## src/hw/rtl/assert_macros.svh

```systemverilog
// Assertion macros shared by the RTL files that carry concurrent checks.
// No dependencies; take it in with an include of the bare file name.
`ifndef ASSERT_MACROS_SVH
`define ASSERT_MACROS_SVH

// The condition must hold at every clock edge outside reset.
`define ASSERT_ALWAYS(label, clk, rst_n, cond) \
	label: assert property (@(posedge clk) disable iff (!rst_n) (cond)) \
		else $error("assertion failed");

// When the antecedent holds, the consequent holds in the same cycle.
`define ASSERT_IMPLIES(label, clk, rst_n, ante, cons) \
	label: assert property (@(posedge clk) disable iff (!rst_n) (ante) |-> (cons)) \
		else $error("assertion failed");

// When the antecedent holds, the consequent holds in the next cycle.
`define ASSERT_NEXT(label, clk, rst_n, ante, cons) \
	label: assert property (@(posedge clk) disable iff (!rst_n) (ante) |=> (cons)) \
		else $error("assertion failed");

`endif

```

## src/hw/rtl/ida_ram.sv

```systemverilog
// Simple dual-port synchronous RAM: one write port, one read port, registered read data.
// No dependencies; used for the free queue and the handle table.
module ida_ram #(
	parameter int DEPTH = 256,
	parameter int WIDTH = 8
) (
	input  logic                     clk,
	input  logic                     we,
	input  logic [$clog2(DEPTH)-1:0] waddr,
	input  logic [WIDTH-1:0]         wdata,
	input  logic                     re,
	input  logic [$clog2(DEPTH)-1:0] raddr,
	output logic [WIDTH-1:0]         rdata
);

	logic [WIDTH-1:0] mem [DEPTH];

	always_ff @(posedge clk) begin
		if (we) begin
			mem[waddr] <= wdata;
		end
	end

	always_ff @(posedge clk) begin
		if (re) begin
			rdata <= mem[raddr];
		end
	end

endmodule

```

## config.mk

```make
export PLATFORM = sky130hd
export DESIGN_NAME = ida_ram
export DESIGN_NICKNAME = d
export VERILOG_FILES = /design/src/hw/rtl/assert_macros.svh /design/src/hw/rtl/ida_ram.sv
export SDC_FILE = /design/constraint.sdc
export NUM_CORES = 2
export LEC_CHECK = 0
export BUFFER_PORTS_ARGS = -buffer_cell sky130_fd_sc_hd__buf_2
export CORE_UTILIZATION = 50
export DETAILED_ROUTE_END_ITERATION = 10
export PLACE_DENSITY = 0.77
export SLEW_MARGIN = 0
export SYNTH_ARGS = -nofsm -noshare
export SYNTH_HDL_FRONTEND = slang
export SYNTH_SLANG_ARGS = --single-unit
```

## constraint.sdc

```tcl
create_clock -name clk -period 2.8 [get_ports clk]
set_input_delay 0.7 -clock clk [delete_from_list [all_inputs] [get_ports clk]]
set_output_delay 0.7 -clock clk [all_outputs]
set_load 0.01 [all_outputs]
```

* Yosys cells after proc, flatten, opt, wreduce, memory -nomap -nowiden
Memory sizes are Yosys's and may differ from the RTL's. A register that Yosys moved wholly into a read port is not among the register bits.
Cells that the tools add are included.
W data, S select, Z words.
** Cells by class
- Add/sub/neg operators :: 0
- Multiply operators :: 0
- Divide/modulo/power cells :: 0
- $lt $le $gt $ge :: 0
- Equal/unequal tests :: 0
- Shift-type cells :: 0
- Muxes and demuxes :: 2
- Bitwise logic cells :: 0
- Reductions and logical operators :: 0
** Operators by type and width (count)
- $mux W1 :: 2
** Word-level totals
- Register bits after elaboration :: 0
- Bits in latches :: 0
- Memory bits (writable) :: 2048
- ROM bits :: 0
- Output and inout port bits :: 8
- Logic and storage cells :: 3
- Memories :: 1
** Memories
- mem :: depth 256, bits a word 8, rd ports 1, clocked after Yosys merged registers in 1, wr ports 1, RTL line ida_ram.sv:16 : logic [WIDTH-1:0] mem [DEPTH];

* Logic depth before layout (Yosys ltp)
- Word-level depth :: 2
- Depth in mapped cells :: 11
- Gate-level depth less buffers :: 6

* Worst setup path after synthesis
OpenSTA, ideal clock, no wires.
- Path kind :: input port to flip-flop
- Start point :: input port raddr[0]
- End point :: register rdata[2] (read register of mem), data pin
- Arrival :: 2.507 ns
- Setup slack :: 0.024 ns
- Stages :: 9
- Buffers on the path :: 4
- Cells stage by stage :: buf_6 -> buf_12 -> buf_8 -> buf_2 -> mux4_2 -> a22oi_1 -> a21oi_1 -> nor4_1 -> nor4_2
** RTL lines
- from (decl) :: RTL line ida_ram.sv:12 : input logic [$clog2(DEPTH)-1:0] raddr,
- to (decl) :: RTL line ida_ram.sv:13 : output logic [WIDTH-1:0] rdata

==> flow_metrics.py <==
metrics = {
    "pwr": {
        "p_int_mw": 50.0,
        "switching_share_pct": 21.4,
        "ir_worst_vdd_v": 0.000584,
        "pwr-share-clk_pct": 41.0,
        "combPwrFrac_pct": 5.6,
        "p_sw_mw": 13.6,
        "pwr-share-seq_pct": 53.5,
        "power_leakage_nw": 30.3,
        "finalPower_mw": 63.6,
        "p_per_area_nw_per_um2": 679,
    },
    "setup_path": {
        "critPathRequiredTime_ns": 3.40,
        "path_buf_inv": 5,
        "slowest_delay_ns": 0.66,
        "path_cells": "buf_8, buf_12, buf_12, buf_4, mux4_2, a22oi_1, a21oi_1, nor4_1, buf_4, nor4_1",
        "crit_type": "input pin to register",
        "startpoint_type": "input pin",
        "ff2ff_path_depth": 7,
        "reg2reg_from": "mem[140][7]",
        "rrSetupSlack_ns": 0.12,
        "critPathSlowestCell": "nor4_1",
        "end_kind": "register",
        "worstPathMaxFanout": 17,
        "cp.arrival_ns": 3.41,
        "r2r-end": "rdata[7]",
        "crit_family": "buffers and inverters",
    },
    "timing": {
        "max_freq_ghz": 0.356,
        "hold_viol_final": 0,
        "worst_slack_ns": -0.0121,
        "finalSetupViolCount": 1,
        "clock_skew_ns": 0.0736,
        "post-route-min-period_ns": 2.81,
        "fin_crit_sh_pct": 100,
        "hold-worst-slack_ns": 0.314,
        "max_slew_margin_pct": 39.3,
        "final_max_slew_viol_count": 0,
        "worst_pin_slew_ns": 0.910,
        "rsz0062_at_grt": "false",
    },
    "layout": {
        "drive_above_1_share_pct": 32.0,
        "nNetsFinal": 4443,
        "final_cell_area_um2": 93600,
        "area_delta_synth_final_pct": 17.6,
        "final_cells": 6650,
    },
    "logic_synthesis": {
        "synth_cells": 3733,
        "synth_seq_area_share_pct": 77.5,
        "yosysTopAreaCellShare_pct": 77.5,
        "synth_commonest_cells": "2056 x edfxtp_1, 454 x mux4_2, 282 x nor2_1",
        "syn_area_um2": 79600,
        "ys_warn_count": 0,
        "synth_area_per_cell_um2": 21.3,
        "async_flop_share_pct": 0,
        "ys.flop_type": "edfxtp_1",
        "synth_seq_cells": 2056,
        "yosysTopAreaCell": "edfxtp_1",
        "synth.area.top_cells": "edfxtp_1 78%, mux4_2 13%, mux2i_1 1.7%",
        "synth_enable_flop_cells": 2056,
        "synth_nets": 3760,
        "yosys.cell_count.top_type": "edfxtp_1",
        "synth_cell_types": 54,
    },
    "floorplan": {
        "pin_count": 35,
        "initial_core_util_pct": 50.3,
        "die_h_um": 401,
        "dieArea_um2": 161000,
        "fp-row-count": 146,
        "die_w_um": 401,
        "fp.coreArea_um2": 158000,
    },
    "cts": {
        "numCtsBuffers": 197,
        "cts_max_level": 4,
        "cts.sinks": 2056,
        "cts_tree": "built",
        "clk_path_buf_depth": 3,
        "clkTransAtPathRegs_ns": 0.06,
        "clk_latency_ns": 0.84,
        "cts_setup_buffers": 0,
        "cts_resized": 4,
        "cts_root_buffer": "clkbuf_16",
        "cts.hold.buffers_added": 0,
    },
    "grt": {
        "grt_pass1_wl_um": 294000,
        "met3_usage_pct": 5.80,
        "antenna_found_initial": 8,
        "grt_max_degree": 82,
        "grt_pass1_vias": 43300,
        "busiest_layer": "met2",
        "grt_usage_pct": 25.2,
        "overflow": 0,
        "use_met2_pct": 40.1,
        "use_met1_pct": 34.0,
    },
    "placement": {
        "dpl.hpwl_um": 128000,
        "port_buffers": 34,
        "preCtsSetupSlack_ns": -0.954,
        "post-place-cells": 6289,
        "placed_area_um2": 87300,
        "place.gp.congestion": 0.922,
    },
    "route": {
        "initialDrtViolationCount": 5872,
        "first_pass_iters": 6,
        "routed_wl_um": 202000,
        "drtAntennaViolNets": 0,
        "vias": 42700,
        "drcViolationCount": 0,
        "vias_per_cell": 6.42,
        "wl_per_cell_um": 30.4,
    },
    "run": {
        "drv_cap": 0,
    },
    "hold_path": {
        "whs_path_depth": 1,
        "min_path_type": "input pin to register",
        "hold-path-endpoint": "rdata[0]",
        "min_from": "re",
    },
    "status": {
        "violations": "negative setup slack",
        "status": "complete, but fails checks",
    },
}
## final cells by class
cell class,instances,area [µm²]
inverter,2,7.51
fill,10600,64600
multi-input combinational,1442,16500
tap,2072,2590
clock buffer,241,5120
timing repair buffer,717,6470
clock inverter,116,1190
antenna,4,10.0
sequential,2056,61700
## worst register-to-register path, stage by stage, from the launching register on
cell and delay [ns]:
edfxtp_1 0.38, mux4_2 0.48, mux4_2 0.52, nor2_1 0.21
a2111oi_2 0.09, nor3_1 0.52, buf_4 0.22, nor4_1 0.04
## metal layers
metal | vias up | wire length (µm)
met5 | - | 39
li1 | 17100 | -
met3 | 517 | 25000
met2 | 3143 | 98100
met1 | 21900 | 71700
met4 | 8 | 7650
## how the worst max path moves through the flow
stage | start | endpoint | slack (ns) | cells past startpoint
4_1_cts | raddr[0] | rdata[6] | 0.01 | 9
6_report | raddr[0] | rdata[7] | -0.01 | 10
3_5_place_dp | raddr[0] | rdata[4] | -0.95 | 10
2_1_floorplan | raddr[0] | rdata[2] | 0.02 | 9
3_3_place_gp | raddr[0] | rdata[2] | -1.05 | 10
5_1_grt | raddr[0] | rdata[4] | 0.01 | 10
## cell families after synthesis
kind of cell           Yosys count  share of synthesized area (%)
AND/OR/NAND/NOR                466                           2.63
buffers and inverters          235                           1.83
AO/OA/AOI/OAI                  385                           3.42
flip-flops                    2056                           77.5
multiplexers                   591                           14.6
## state kept, by name, indices dropped and copies added, names as in the netlist
name   count
mem     2048
rdata      8
## cell usage in the layout (no fill, tap or decap), types with 6 or more instances in the layout
cell type	instances
nand2_1	33
clkbuf_16	198
a211oi_1	15
buf_4	598
o22ai_1	28
nor2b_1	28
nor4_1	18
clkinv_1	50
inv_6	9
nand2b_1	8
a221oi_1	13
o21ai_0	10
o221ai_1	46
mux2i_1	134
bufinv_16	17
clkinvlp_4	6
buf_12	86
clkinv_16	6
clkinv_2	24
clkbuf_1	43
nand3_1	34
nand4_1	10
mux4_2	454
o211ai_1	10
a22oi_1	132
nor2_1	279
a21oi_1	96
and2_1	6
a22o_1	8
clkbuf_8	8
nor4_2	9
buf_2	23
edfxtp_1	2056
nor3_1	22
## per-stage QoR
step | util [%] | TNS, ns
floorplan | - | 0
global placement | 55.2 | -6.75
detailed placement | 55.2 | -6.58
CTS | 59.2 | 0
global route | 59.2 | 0
finish | 59.2 | -0.0121
## power by group through the flow
| stage | Clock (mW) | Combinational [mW] | Sequential (mW) |
|---|---|---|---|
| floorplan | 0 | 1.65 | 34.6 |
| global placement | 0 | 3.37 | 34.6 |
| detailed placement | 0 | 3.44 | 34.6 |
| CTS | 26.2 | 3.49 | 34.0 |
| global route | 27.4 | 3.66 | 34.0 |
| finish | 26.0 | 3.53 | 34.0 |
Power figures use the tool's default switching activity.
